<file path="config.mk">
export PLATFORM = sky130hd
export DESIGN_NAME = averaged_integral_brightness_loop_flat
export DESIGN_NICKNAME = d
export VERILOG_FILES = /design/src/sv/aibl_pkg.sv /design/src/sv/aibl_if.sv /design/src/sv/aibl_window_store.sv /design/src/sv/averaged_integral_brightness_loop.sv /design/src/flat_wrapper.sv
export VERILOG_INCLUDE_DIRS = /design/src /design/src/sv
export SDC_FILE = /design/constraint.sdc
export NUM_CORES = 2
export LEC_CHECK = 0
export BUFFER_PORTS_ARGS = -buffer_cell sky130_fd_sc_hd__buf_2
export CAP_MARGIN = 15
export CORE_MARGIN = 1.5
export CORE_UTILIZATION = 35
export CTS_CLUSTER_SIZE = 25
export DETAILED_ROUTE_END_ITERATION = 6
export PLACE_DENSITY = 0.6
export SLEW_MARGIN = 20
export SYNTH_ARGS = -nofsm -noshare
export SYNTH_HDL_FRONTEND = slang
export SYNTH_SLANG_ARGS = --single-unit
</file>
<file path="constraint.sdc">
create_clock -name clk -period 11 [get_ports clk]
set_input_delay 1.1 -clock clk [delete_from_list [all_inputs] [get_ports clk]]
set_output_delay 1.1 -clock clk [all_outputs]
set_load 0.01 [all_outputs]
</file>
<file path="src/sv/averaged_integral_brightness_loop_assert.svh">
// ----------------------------------------------------------------------------
// Assertion macros for the averaged integral brightness loop.
// Each macro expects clk and rst in scope and stays quiet while rst is high.
// ----------------------------------------------------------------------------
`ifndef AVERAGED_INTEGRAL_BRIGHTNESS_LOOP_ASSERT_SVH
`define AVERAGED_INTEGRAL_BRIGHTNESS_LOOP_ASSERT_SVH

// Check a condition at every clock edge out of reset.
`define AIBL_ASSERT_ALWAYS(label, cond, msg) \
  label: assert property (@(posedge clk) disable iff (rst) (cond)) else $error(msg);

// Check a consequence in the cycle after an antecedent.
`define AIBL_ASSERT_NEXT(label, ante, cons, msg) \
  label: assert property (@(posedge clk) disable iff (rst) (ante) |=> (cons)) else $error(msg);

`endif

</file>
<file path="src/sv/aibl_pkg.sv">
`timescale 1ns / 1ps
// ----------------------------------------------------------------------------
// aibl_pkg
// Shared types and constants of the averaged integral brightness loop.
// ----------------------------------------------------------------------------
package aibl_pkg;

  localparam int Q16_W          = 16;
  localparam int CORR_W         = 17;
  localparam int WINDOW_DEFAULT = 5;

  typedef logic [Q16_W-1:0]         q16_t;
  typedef logic signed [CORR_W-1:0] corr_t;

  localparam q16_t GAIN_RESET = 16'd655;
  localparam q16_t DUTY_RESET = 16'd32768;
  localparam q16_t DUTY_MAX   = 16'hFFFF;

  // One window entry: both samples share a slot.
  typedef struct packed {
    q16_t setpoint;
    q16_t light;
  } sample_pair_t;

  // Window store control from the pipeline.
  typedef struct packed {
    logic rd_en;
    logic wr_en;
  } win_ctrl_t;

endpackage

</file>
<file path="src/sv/aibl_if.sv">
`timescale 1ns / 1ps
// ----------------------------------------------------------------------------
// aibl_if
// Valid/ready channels for sample requests and loop results.
// ----------------------------------------------------------------------------
interface aibl_sample_if;
  logic             valid;
  logic             ready;
  aibl_pkg::q16_t   setpoint_sample;
  aibl_pkg::q16_t   light_sample;

  modport source (output valid, output setpoint_sample, output light_sample, input ready);
  modport sink   (input valid, input setpoint_sample, input light_sample, output ready);
endinterface

interface aibl_result_if;
  logic             valid;
  logic             ready;
  aibl_pkg::q16_t   duty;
  aibl_pkg::q16_t   setpoint_mean;
  aibl_pkg::q16_t   light_mean;
  aibl_pkg::corr_t  correction;

  modport source (output valid, output duty, output setpoint_mean, output light_mean,
                  output correction, input ready);
  modport sink   (input valid, input duty, input setpoint_mean, input light_mean,
                  input correction, output ready);
endinterface

</file>
<file path="src/sv/aibl_window_store.sv">
`timescale 1ns / 1ps
// ----------------------------------------------------------------------------
// aibl_window_store
// Sample window memory with registered read, per-entry valid bits and
// write-to-read forwarding.
// ----------------------------------------------------------------------------
module aibl_window_store #(
  parameter int WINDOW = aibl_pkg::WINDOW_DEFAULT,
  parameter int SLOT_W = 3
) (
  input  logic                 clk,
  input  logic                 rst,
  input  aibl_pkg::win_ctrl_t  ctrl,
  input  logic [SLOT_W-1:0]    rd_slot,
  input  logic [SLOT_W-1:0]    wr_slot,
  input  aibl_pkg::sample_pair_t wr_data,
  output aibl_pkg::sample_pair_t rd_data
);
  import aibl_pkg::*;

  sample_pair_t      mem [WINDOW];
  sample_pair_t      mem_q;
  sample_pair_t      fwd_data;
  logic              fwd;
  logic              live;
  logic [WINDOW-1:0] entry_valid;

  // Memory array: one write port, one registered read port.
  always_ff @(posedge clk) begin
    if (ctrl.wr_en) begin
      mem[wr_slot] <= wr_data;
    end
    if (ctrl.rd_en) begin
      mem_q    <= mem[rd_slot];
      fwd_data <= wr_data;
    end
  end

  // Entries never written read as zero; a same-slot write wins over the array.
  always_ff @(posedge clk) begin
    if (rst) begin
      entry_valid <= '0;
      fwd         <= 1'b0;
      live        <= 1'b0;
    end else begin
      if (ctrl.wr_en) begin
        entry_valid[wr_slot] <= 1'b1;
      end
      if (ctrl.rd_en) begin
        fwd  <= ctrl.wr_en && (wr_slot == rd_slot);
        live <= entry_valid[rd_slot];
      end
    end
  end

  assign rd_data = fwd ? fwd_data : (live ? mem_q : '0);

endmodule

</file>
<file path="src/sv/averaged_integral_brightness_loop.sv">
`timescale 1ns / 1ps
// ----------------------------------------------------------------------------
// averaged_integral_brightness_loop
// Integral brightness controller over moving averages of setpoint and light.
// ----------------------------------------------------------------------------
// Each request carries a setpoint and a light sample (unsigned Q0.16). Both
// go into WINDOW-deep sliding windows held in one synchronous memory; the
// running sums are divided by WINDOW (truncated), the mean error times the
// Q0.16 gain, floored by 2^16, is the correction, and the duty (reset 0.5)
// takes the correction with saturation to 0..65535. The block takes one
// request per cycle while results are taken, through the five-stage pipe:
// window read, running-sum update, reciprocal divide, gain multiply, duty
// accumulate. The window memory is read at the accepting edge; its data is
// used, and the entry written, as the request leaves the first stage; a
// read of the slot being written in the same cycle is forwarded. The gain
// register takes gain_wdata at any edge with gain_we high and should be
// written only while no request is in flight.
// ----------------------------------------------------------------------------
`include "averaged_integral_brightness_loop_assert.svh"

module averaged_integral_brightness_loop #(
  parameter int WINDOW = aibl_pkg::WINDOW_DEFAULT
) (
  input  logic            clk,
  input  logic            rst,
  input  logic            gain_we,
  input  aibl_pkg::q16_t  gain_wdata,
  aibl_sample_if.sink     sample,
  aibl_result_if.source   result
);
  import aibl_pkg::*;

  localparam int LOGW   = $clog2(WINDOW);
  localparam int SLOT_W = (WINDOW > 1) ? LOGW : 1;
  localparam int SUMW   = Q16_W + LOGW;
  localparam int SHIFT  = SUMW + LOGW;
  localparam int MPROD_W = 2 * SUMW + 1;
  localparam int PROD_W = 2 * Q16_W + 1;
  // Reciprocal of WINDOW, rounded up: exact truncating divide for any sum.
  localparam longint unsigned RECIP_L = ((64'd1 << SHIFT) + WINDOW - 1) / WINDOW;
  localparam logic [SUMW:0]   RECIP   = RECIP_L[SUMW:0];
  localparam logic [SUMW-1:0] SUM_MAX = SUMW'(WINDOW * 65535);
  localparam logic [SLOT_W-1:0] SLOT_LAST = SLOT_W'(WINDOW - 1);

  // Configuration and loop state.
  q16_t              gain;
  q16_t              duty_level;
  logic [SLOT_W-1:0] slot;
  logic [SUMW-1:0]   sp_sum;
  logic [SUMW-1:0]   li_sum;

  // Pipe stage valids and handshake.
  logic v1, v2, v3, v4, out_valid;
  logic rdy1, rdy2, rdy3, rdy4, rdy_out;
  logic accept;
  logic duty_load;

  // Stage payloads.
  sample_pair_t      s1_new;
  logic [SLOT_W-1:0] s1_slot;
  sample_pair_t      old;
  logic [SUMW-1:0]   sp_sum_next, li_sum_next;
  logic [SUMW-1:0]   s2_sp_sum, s2_li_sum;
  logic [MPROD_W-1:0] sp_mprod, li_mprod;
  q16_t              s3_sp_mean, s3_li_mean;
  logic signed [Q16_W:0]   err;
  logic signed [PROD_W-1:0] prod_full;
  logic signed [PROD_W-1:0] s4_prod;
  q16_t              s4_sp_mean, s4_li_mean;
  corr_t             corr;
  logic              corr_neg;
  logic signed [Q16_W+1:0] duty_sum;
  q16_t              duty_next;
  q16_t              out_sp_mean, out_li_mean;
  corr_t             out_corr;

  win_ctrl_t         win_ctrl;

  // Ready ripples back from the output register; a bubble anywhere lets the
  // input side keep moving.
  assign rdy_out = !out_valid || result.ready;
  assign rdy4    = !v4 || rdy_out;
  assign rdy3    = !v3 || rdy4;
  assign rdy2    = !v2 || rdy3;
  assign rdy1    = !v1 || rdy2;
  assign accept  = sample.valid && rdy1;
  assign sample.ready = rdy1;

  // Load the duty and the result register as a request leaves stage 4.
  assign duty_load = rdy_out && v4;

  // Read the slot on acceptance; write it back as the request leaves stage 1.
  assign win_ctrl.rd_en = accept;
  assign win_ctrl.wr_en = v1 && rdy2;

  aibl_window_store #(
    .WINDOW (WINDOW),
    .SLOT_W (SLOT_W)
  ) u_store (
    .clk     (clk),
    .rst     (rst),
    .ctrl    (win_ctrl),
    .rd_slot (slot),
    .wr_slot (s1_slot),
    .wr_data (s1_new),
    .rd_data (old)
  );

  // Running sums: drop the oldest entry, add the new one.
  assign sp_sum_next = sp_sum - SUMW'(old.setpoint) + SUMW'(s1_new.setpoint);
  assign li_sum_next = li_sum - SUMW'(old.light) + SUMW'(s1_new.light);

  // Divide by WINDOW through the reciprocal.
  assign sp_mprod = MPROD_W'(s2_sp_sum) * MPROD_W'(RECIP);
  assign li_mprod = MPROD_W'(s2_li_sum) * MPROD_W'(RECIP);

  // Error times gain; the product fits 33 bits.
  assign err       = $signed({1'b0, s3_sp_mean}) - $signed({1'b0, s3_li_mean});
  assign prod_full = err * $signed({1'b0, gain});

  // Floor shift by 16 is the top bits of the product; then saturate the duty.
  assign corr     = s4_prod[PROD_W-1:Q16_W];
  assign corr_neg = corr[CORR_W-1];
  assign duty_sum = $signed({2'b00, duty_level}) + (Q16_W+2)'(corr);

  always_comb begin
    if (duty_sum < 0) begin
      duty_next = '0;
    end else if (duty_sum > $signed({2'b00, DUTY_MAX})) begin
      duty_next = DUTY_MAX;
    end else begin
      duty_next = duty_sum[Q16_W-1:0];
    end
  end

  // Control state.
  always_ff @(posedge clk) begin
    if (rst) begin
      gain       <= GAIN_RESET;
      duty_level <= DUTY_RESET;
      slot       <= '0;
      sp_sum     <= '0;
      li_sum     <= '0;
      v1         <= 1'b0;
      v2         <= 1'b0;
      v3         <= 1'b0;
      v4         <= 1'b0;
      out_valid  <= 1'b0;
    end else begin
      if (gain_we) begin
        gain <= gain_wdata;
      end
      if (accept) begin
        slot <= (slot == SLOT_LAST) ? '0 : slot + 1'b1;
      end
      if (win_ctrl.wr_en) begin
        sp_sum <= sp_sum_next;
        li_sum <= li_sum_next;
      end
      if (duty_load) begin
        duty_level <= duty_next;
      end
      if (rdy1) begin
        v1 <= sample.valid;
      end
      if (rdy2) begin
        v2 <= v1;
      end
      if (rdy3) begin
        v3 <= v2;
      end
      if (rdy4) begin
        v4 <= v3;
      end
      if (rdy_out) begin
        out_valid <= v4;
      end
    end
  end

  // Payload registers: advance only when the stage ahead takes them.
  always_ff @(posedge clk) begin
    if (accept) begin
      s1_new.setpoint <= sample.setpoint_sample;
      s1_new.light    <= sample.light_sample;
      s1_slot         <= slot;
    end
    if (rdy2 && v1) begin
      s2_sp_sum <= sp_sum_next;
      s2_li_sum <= li_sum_next;
    end
    if (rdy3 && v2) begin
      s3_sp_mean <= sp_mprod[SHIFT +: Q16_W];
      s3_li_mean <= li_mprod[SHIFT +: Q16_W];
    end
    if (rdy4 && v3) begin
      s4_prod    <= prod_full;
      s4_sp_mean <= s3_sp_mean;
      s4_li_mean <= s3_li_mean;
    end
    if (duty_load) begin
      out_sp_mean <= s4_sp_mean;
      out_li_mean <= s4_li_mean;
      out_corr    <= corr;
    end
  end

  // Duty state doubles as the result's duty; it only changes on a load.
  assign result.valid         = out_valid;
  assign result.duty          = duty_level;
  assign result.setpoint_mean = out_sp_mean;
  assign result.light_mean    = out_li_mean;
  assign result.correction    = out_corr;

  `AIBL_ASSERT_ALWAYS(a_slot_range, slot <= SLOT_LAST, "write slot beyond window")
  `AIBL_ASSERT_ALWAYS(a_sp_sum_bound, sp_sum <= SUM_MAX, "setpoint sum overflow")
  `AIBL_ASSERT_ALWAYS(a_li_sum_bound, li_sum <= SUM_MAX, "light sum overflow")
  `AIBL_ASSERT_NEXT(a_duty_up, duty_load && !corr_neg, duty_level >= $past(duty_level), "duty fell")
  `AIBL_ASSERT_NEXT(a_duty_dn, duty_load && corr_neg, duty_level <= $past(duty_level), "duty rose")

endmodule

</file>
<file path="src/flat_wrapper.sv">
// flat-port wrapper written by rule: the top's interface ports become plain ports
module averaged_integral_brightness_loop_flat import aibl_pkg::*;
#(
  parameter int WINDOW = aibl_pkg::WINDOW_DEFAULT
)
  (clk, rst, gain_we, gain_wdata, sample_valid, sample_setpoint_sample, sample_light_sample, sample_ready, result_valid, result_duty, result_setpoint_mean, result_light_mean, result_correction, result_ready);
  aibl_sample_if sample_i ();
  aibl_result_if result_i ();
  input  logic clk;
  input  logic rst;
  input  logic gain_we;
  input  aibl_pkg::q16_t gain_wdata;
  input wire logic [$bits(sample_i.valid)-1:0] sample_valid;
  input wire logic [$bits(sample_i.setpoint_sample)-1:0] sample_setpoint_sample;
  input wire logic [$bits(sample_i.light_sample)-1:0] sample_light_sample;
  output wire logic [$bits(sample_i.ready)-1:0] sample_ready;
  output wire logic [$bits(result_i.valid)-1:0] result_valid;
  output wire logic [$bits(result_i.duty)-1:0] result_duty;
  output wire logic [$bits(result_i.setpoint_mean)-1:0] result_setpoint_mean;
  output wire logic [$bits(result_i.light_mean)-1:0] result_light_mean;
  output wire logic [$bits(result_i.correction)-1:0] result_correction;
  input wire logic [$bits(result_i.ready)-1:0] result_ready;
  assign sample_i.valid = sample_valid;
  assign sample_i.setpoint_sample = sample_setpoint_sample;
  assign sample_i.light_sample = sample_light_sample;
  assign sample_ready = sample_i.ready;
  assign result_valid = result_i.valid;
  assign result_duty = result_i.duty;
  assign result_setpoint_mean = result_i.setpoint_mean;
  assign result_light_mean = result_i.light_mean;
  assign result_correction = result_i.correction;
  assign result_i.ready = result_ready;
  averaged_integral_brightness_loop #(.WINDOW(WINDOW)) u_core (.clk(clk), .rst(rst), .gain_we(gain_we), .gain_wdata(gain_wdata), .sample(sample_i), .result(result_i));
endmodule
</file>
After elaboration in Yosys (flattened, before gate mapping)
Memory sizes are Yosys's and may differ from the RTL's. A register that Yosys moved wholly into a read port is not among the register bits.
Index checks and enable logic that the tools add are counted.
{"block": "totals", "mem_count": 1, "input_bits": 53, "elab_cells": 75, "output_inout_bits": 67, "ramBits": 160, "regBits": 336}
{"block": "classes", "mux": 11, "reduce_logical": 17, "eq_ne": 2, "n_addsub": 7, "n_mul": 3, "n_bitwise": 1, "n_lt_le_gt_ge": 5}
{"name": "u_core.u_store.mem", "depth": 5, "word_bits": 32, "read_ports": 1, "rd_clocked_by_memory_dff": 1, "wr": 1, "line_no": "aibl_window_store.sv:21", "text": "sample_pair_t mem [WINDOW];"}
{"operator": "$mul A19 B20 Y38 const B", "n": 2}
{"operator": "$mux W32", "n": 2}
{"operator": "$add A19 B16 Y19", "n": 2}
{"operator": "$sub A19 B16 Y19", "n": 2}
{"operator": "$mul A17 B17 Y33", "n": 1}
{"operator": "$mux W16", "n": 2}
{"operator": "$add A17 B17 Y18", "n": 1}
{"operator": "$gt A18 B17 Y1 const B", "n": 1}
{"operator": "$lt A18 B1 Y1 const B", "n": 1}
{"operator": "$sub A16 B16 Y17", "n": 1}
{"operator": "$lt A3 B4 Y1 const B", "n": 2}
{"operator": "$logic_and A1 B1 Y1", "n": 7}
{"operator": "$logic_not A1 Y1", "n": 5}
{"operator": "$logic_or A1 B1 Y1", "n": 5}
{"operator": "$or A5 B5 Y5", "n": 1}
{"operator": "$mux W1", "n": 4}
{"operator": "$add A3 B1 Y3 const B", "n": 1}
{"operator": "$bmux W1 S3", "n": 1}
{"operator": "$demux W1 S3", "n": 1}
{"operator": "$eq A3 B3 Y1", "n": 1}
{"operator": "$eq A3 B3 Y1 const B", "n": 1}
{"operator": "$ge A3 B1 Y1 const B", "n": 1}
{"operator": "$mux W3", "n": 1}

Longest topological paths before layout
{"block": "depth", "ltp_word": 8, "ltp_mapped": 36, "depth_no_buf": 34}

Cells and area by module
From an unflattened synthesis, not the netlist that was laid out.
{"block": "unflattened", "hier_cells": 3703, "hier_area_um2": 41710.0}
{"module": "averaged_integral_brightness_loop", "instances": 1, "area_per_inst_um2": 33024.2, "cells_each": 3258, "seq_area_each_um2": 7657.3}
{"module": "aibl_window_store", "instances": 1, "area_per_inst_um2": 8685.8, "cells_each": 445, "seq_area_each_um2": 6866.6}

Worst setup path before layout
OpenSTA, ideal clock, no wires.
{"block": "synth_path", "path_type": "register to register", "start": "register u_core.s3_li_mean[0]", "end": "register u_core.s4_prod[22] (data pin)", "arrival_time_ns": 7.513, "period_less_slack_ns": 7.785, "n_path_buf": 1, "slack_ns": 3.215, "required_ns": 10.728, "setup_ns": 0.272, "path_stages_with_launch": 33, "path_cell_list": "edfxtp_1 ha_1 fa_1 nor2b_1 o21ai_1 a21boi_0 o21ai_0 a21boi_0 o21ai_0 a21oi_2 o41ai_4 buf_6 mux2i_1 fa_1 inv_1 fa_1 fa_1 inv_1 fa_1 fa_1 inv_1 fa_1 inv_1 ha_1 nand4_1 a21oi_1 o21a_1 or3_1 a21o_1 a21o_1 a21o_1 mux2i_1 o2111ai_1"}
{"block": "synth_via", "elab_chain_cells": 2}
{"element": "start, declared", "line_no": "averaged_integral_brightness_loop.sv:65", "text": "q16_t s3_sp_mean, s3_li_mean;"}
{"element": "start signal, assigned", "line_no": "averaged_integral_brightness_loop.sv:194", "text": "s3_li_mean <= li_mprod[SHIFT +: Q16_W];"}
{"element": "$sub A16 B16 Y17", "line_no": "averaged_integral_brightness_loop.sv:118", "text": "assign err = $signed({1'b0, s3_sp_mean}) - $signed({1'b0, s3_li_mean});"}
{"element": "$mul A17 B17 Y33", "line_no": "averaged_integral_brightness_loop.sv:119", "text": "assign prod_full = err * $signed({1'b0, gain});"}
{"element": "via u_core.prod_full[22]", "line_no": "averaged_integral_brightness_loop.sv:67", "text": "logic signed [PROD_W-1:0] prod_full;"}
{"element": "end signal, assigned", "line_no": "averaged_integral_brightness_loop.sv:197", "text": "s4_prod <= prod_full;"}
{"element": "end, declared", "line_no": "averaged_integral_brightness_loop.sv:68", "text": "logic signed [PROD_W-1:0] s4_prod;"}
The timed path passes the listed nets, and every way through them passes these cells.
A chain may end at the register's enable or synchronous reset.

Worst setup path in the final report
Ends and elaborated chain as after synthesis.

==> impl_metrics.env <==
export IMPL_critPathKind="reg2reg"
export IMPL_regArea_sq_um=14530
export IMPL_viasPerCell=4.720
export IMPL_ys_seq_area_share_pct=34.13
export IMPL_synth_area_sq_um=42550
export IMPL_fin_hold_ws_ps=417.7
export IMPL_synth_xor_xnor_area_share_pct=2.440
export IMPL_fp_row_count=127
export IMPL_syn_area_per_cell_sq_um=11.22
export IMPL_grt_pass1_wl_microns=151400
export IMPL_crit_required_ps=11350
export IMPL_multiInputGateArea_sq_um=24430
export IMPL_fmax_ghz=0.1131
export IMPL_r2r_setup_slack_ps=2160
export IMPL_setup_worst_path_start_class="flop"
export IMPL_vias=26260
export IMPL_fin_nets=4878
export IMPL_min_period_ps=8840
export IMPL_core_area_sq_um=120300
export IMPL_min_from="u_core.s4_li_mean[14]$_DFFE_PP_"
export IMPL_status="completed"
export IMPL_synth_ff_type="edfxtp_1"
export IMPL_synthTopCellsByArea="edfxtp_1 (30%), fa_1 (23%), ha_1 (12%)"
export IMPL_cp_arrival_ps=9190
export IMPL_port_buffers=119
export IMPL_r2r_end="u_core.s4_prod[22]$_DFFE_PP_"
export IMPL_drt_iter0_drc=1442
export IMPL_min_path_type="reg2reg"
export IMPL_tightest_slew_ps=1096
export IMPL_chipHeight_microns=351.7
export IMPL_holdPathEnd="u_core.result.light_mean[14]$_DFFE_PP_"
export IMPL_synthCells=3791
export IMPL_synth_top_family_by_area="adder cells"
export IMPL_synth_top_cells_by_count="inv_1 (882), fa_1 (498), edfxtp_1 (427)"
export IMPL_dp_hpwl_microns=75680
export IMPL_synth_compound_gate_area_share_pct=7.048
export IMPL_synth_nets=4767
export IMPL_cp_slowest_cell="a211oi_1"
export IMPL_finalMaxSlewViolations=0
export IMPL_synth_top_cell_by_area="edfxtp_1"
export IMPL_dieArea_sq_um=123700
export IMPL_route_detailed_drc=0
export IMPL_insertion_delay_ps=630
export IMPL_fin_setup_tns_ps=0
export IMPL_ys_async_sr_fraction_pct=0
export IMPL_drive_gt1_share_pct=9.618
export IMPL_avgRoutedWirePerCell_microns=17.08
export IMPL_cts_post_setup_buffers_inserted=0
export IMPL_cts_buffers=57
export IMPL_ys_types=82
export IMPL_rsz0062_at_grt="no"
export IMPL_post_cts_resized=0
export IMPL_cts_buffer_depth=3
export IMPL_yosys_area_share_adder_pct=36.00
export IMPL_root_buffer="clkbuf_16"
export IMPL_grt_pass1_vias=27520
export IMPL_area_growth_syn_to_layout_pct=10.89
export IMPL_wirelength_microns=95040
export IMPL_synth_mux_area_share_pct=3.687
export IMPL_track_usage_pct=15.56
export IMPL_crit_path_max_incr_delay_ps=690
export IMPL_crit_path_frequent_cell="fa_1"
export IMPL_start_util_pct=35.38
export IMPL_end_kind="flop"
export IMPL_fillers=11600
export IMPL_worstReg2RegStart="u_core.s3_li_mean[0]$_DFFE_PP_"
export IMPL_placed_cells=5455
export IMPL_htreeDepth=2
export IMPL_crit_path_max_fanout=16
export IMPL_ctsHoldBuffers=0
export IMPL_clk_pin_slew_ps=60
export IMPL_gp_congestion=0.9073
export IMPL_cts_sinks=512
export IMPL_min_period_over_period_pct=80.36
export IMPL_cp_num_buf_inv=5
export IMPL_postLayoutCoreUtil_pct=39.23
export IMPL_grt_max_degree=77
export IMPL_whs_path_depth=0
export IMPL_synth_warnings=0
export IMPL_overflow=0
export IMPL_maxSlewHeadroom_pct=26.55
export IMPL_finalSetupViolCount=0
export IMPL_cts_tree="built"
export IMPL_yosys_area_top_type_share_pct=30.13
export IMPL_ys_ff_latch=512
export IMPL_ios=120
export IMPL_hold_violations=0
export IMPL_rr_worst_depth=31
export IMPL_yosys_area_share_simple_pct=7.933
export IMPL_synth_edf_count=427
export IMPL_fin_cells=5564
export IMPL_skew_ps=33.08
export IMPL_cap_violations=0
export IMPL_critPathTopFamily="adder cells"
export IMPL_drtPass1Iterations=6
export IMPL_antenna_found_initial=3
export IMPL_fp_dieW_microns=351.7
export IMPL_yosysMostFrequentCell="inv_1"
export IMPL_ant_nets=0
[kinds of logic after synthesis]
logic type,count (synthesis)
AO/OA/AOI/OAI,440
flip-flops,512
XOR/XNOR,117
multiplexers,110
adder cells (fa/ha/maj),926
buffers and inverters,989
AND/OR/NAND/NOR,697
[worst reg2reg max path: cells and delay by family, from the launching register on]
kind / cells / cell delay (ps)
adder cells (fa/ha/maj): 9 / 3970
multiplexers: 2 / 410
buffers and inverters: 5 / 450
AO/OA/AOI/OAI: 12 / 2830
flip-flops: 1 / 420
AND/OR/NAND/NOR: 3 / 520
[flip-flops by register name, indices dropped and copies added, names as in the netlist, 19 cells and up]
signal,cells
u_core.s2_sp_sum,19
u_core.u_store.fwd_data,32
u_core.sp_sum,19
u_core.u_store.mem,160
u_core.u_store.mem_q,32
u_core.s2_li_sum,19
u_core.s1_new,32
u_core.li_sum,19
[stage by stage]
| step | worst slack, ps | instance area (sq um) |
|---|---|---|
| CTS | 2144 | 47170 |
| global route | 1635 | 47190 |
| finish | 2160 | 47190 |
| global placement | 2313 | 45150 |
| floorplan | 3215 | 42550 |
| detailed placement | 2168 | 45160 |
[cells in the final DEF (no fill, tap or decap), drive strengths merged, types with 35 or more instances in the layout]
cell type  count
dfxtp         85
a21oi        134
nor3          49
ha           425
nand2        253
nor2         124
fa           498
o21ai         58
and2          83
clkbuf        63
xor2          35
xnor2         81
a21o          45
edfxtp       427
buf          157
inv          891
mux2          44
nand2b        47
[worst max-delay path by stage]
stage / from / end / slack [ps] / depth (start not counted)
2_1_floorplan: u_core.s3_li_mean[0]$_DFFE_PP_ / u_core.s4_prod[22]$_DFFE_PP_ / 3210 / 32
3_3_place_gp: u_core.s3_li_mean[0]$_DFFE_PP_ / u_core.s4_prod[28]$_DFFE_PP_ / 2310 / 31
3_5_place_dp: u_core.s3_li_mean[0]$_DFFE_PP_ / u_core.s4_prod[22]$_DFFE_PP_ / 2170 / 31
4_1_cts: u_core.s3_li_mean[0]$_DFFE_PP_ / u_core.s4_prod[22]$_DFFE_PP_ / 2140 / 31
5_1_grt: u_core.s3_li_mean[0]$_DFFE_PP_ / u_core.s4_prod[22]$_DFFE_PP_ / 1640 / 30
6_report: u_core.s3_li_mean[0]$_DFFE_PP_ / u_core.s4_prod[22]$_DFFE_PP_ / 2160 / 31
[metal layers]
layer | wire (microns) | global-route usage [%]
met1 | 43320 | 20.86
met2 | 45150 | 26.44
met3 | 4287 | 2.278
met4 | 2282 | 3.730
met5 | 0 | 0
[final cells by class]
class | count | share of cell area [%]
repair buffers | 157 | 1.872
clock inverters | 45 | 1.143
clock buffers | 63 | 3.116
multi-input cells | 2290 | 51.77
inverters | 884 | 7.037
flip-flops and latches | 512 | 30.78
well taps | 1612 | 4.274
diodes | 1 | 0.005303
Power is not shown: default switching activity piles up to over one toggle a cycle in this logic, so the estimate is an artifact.
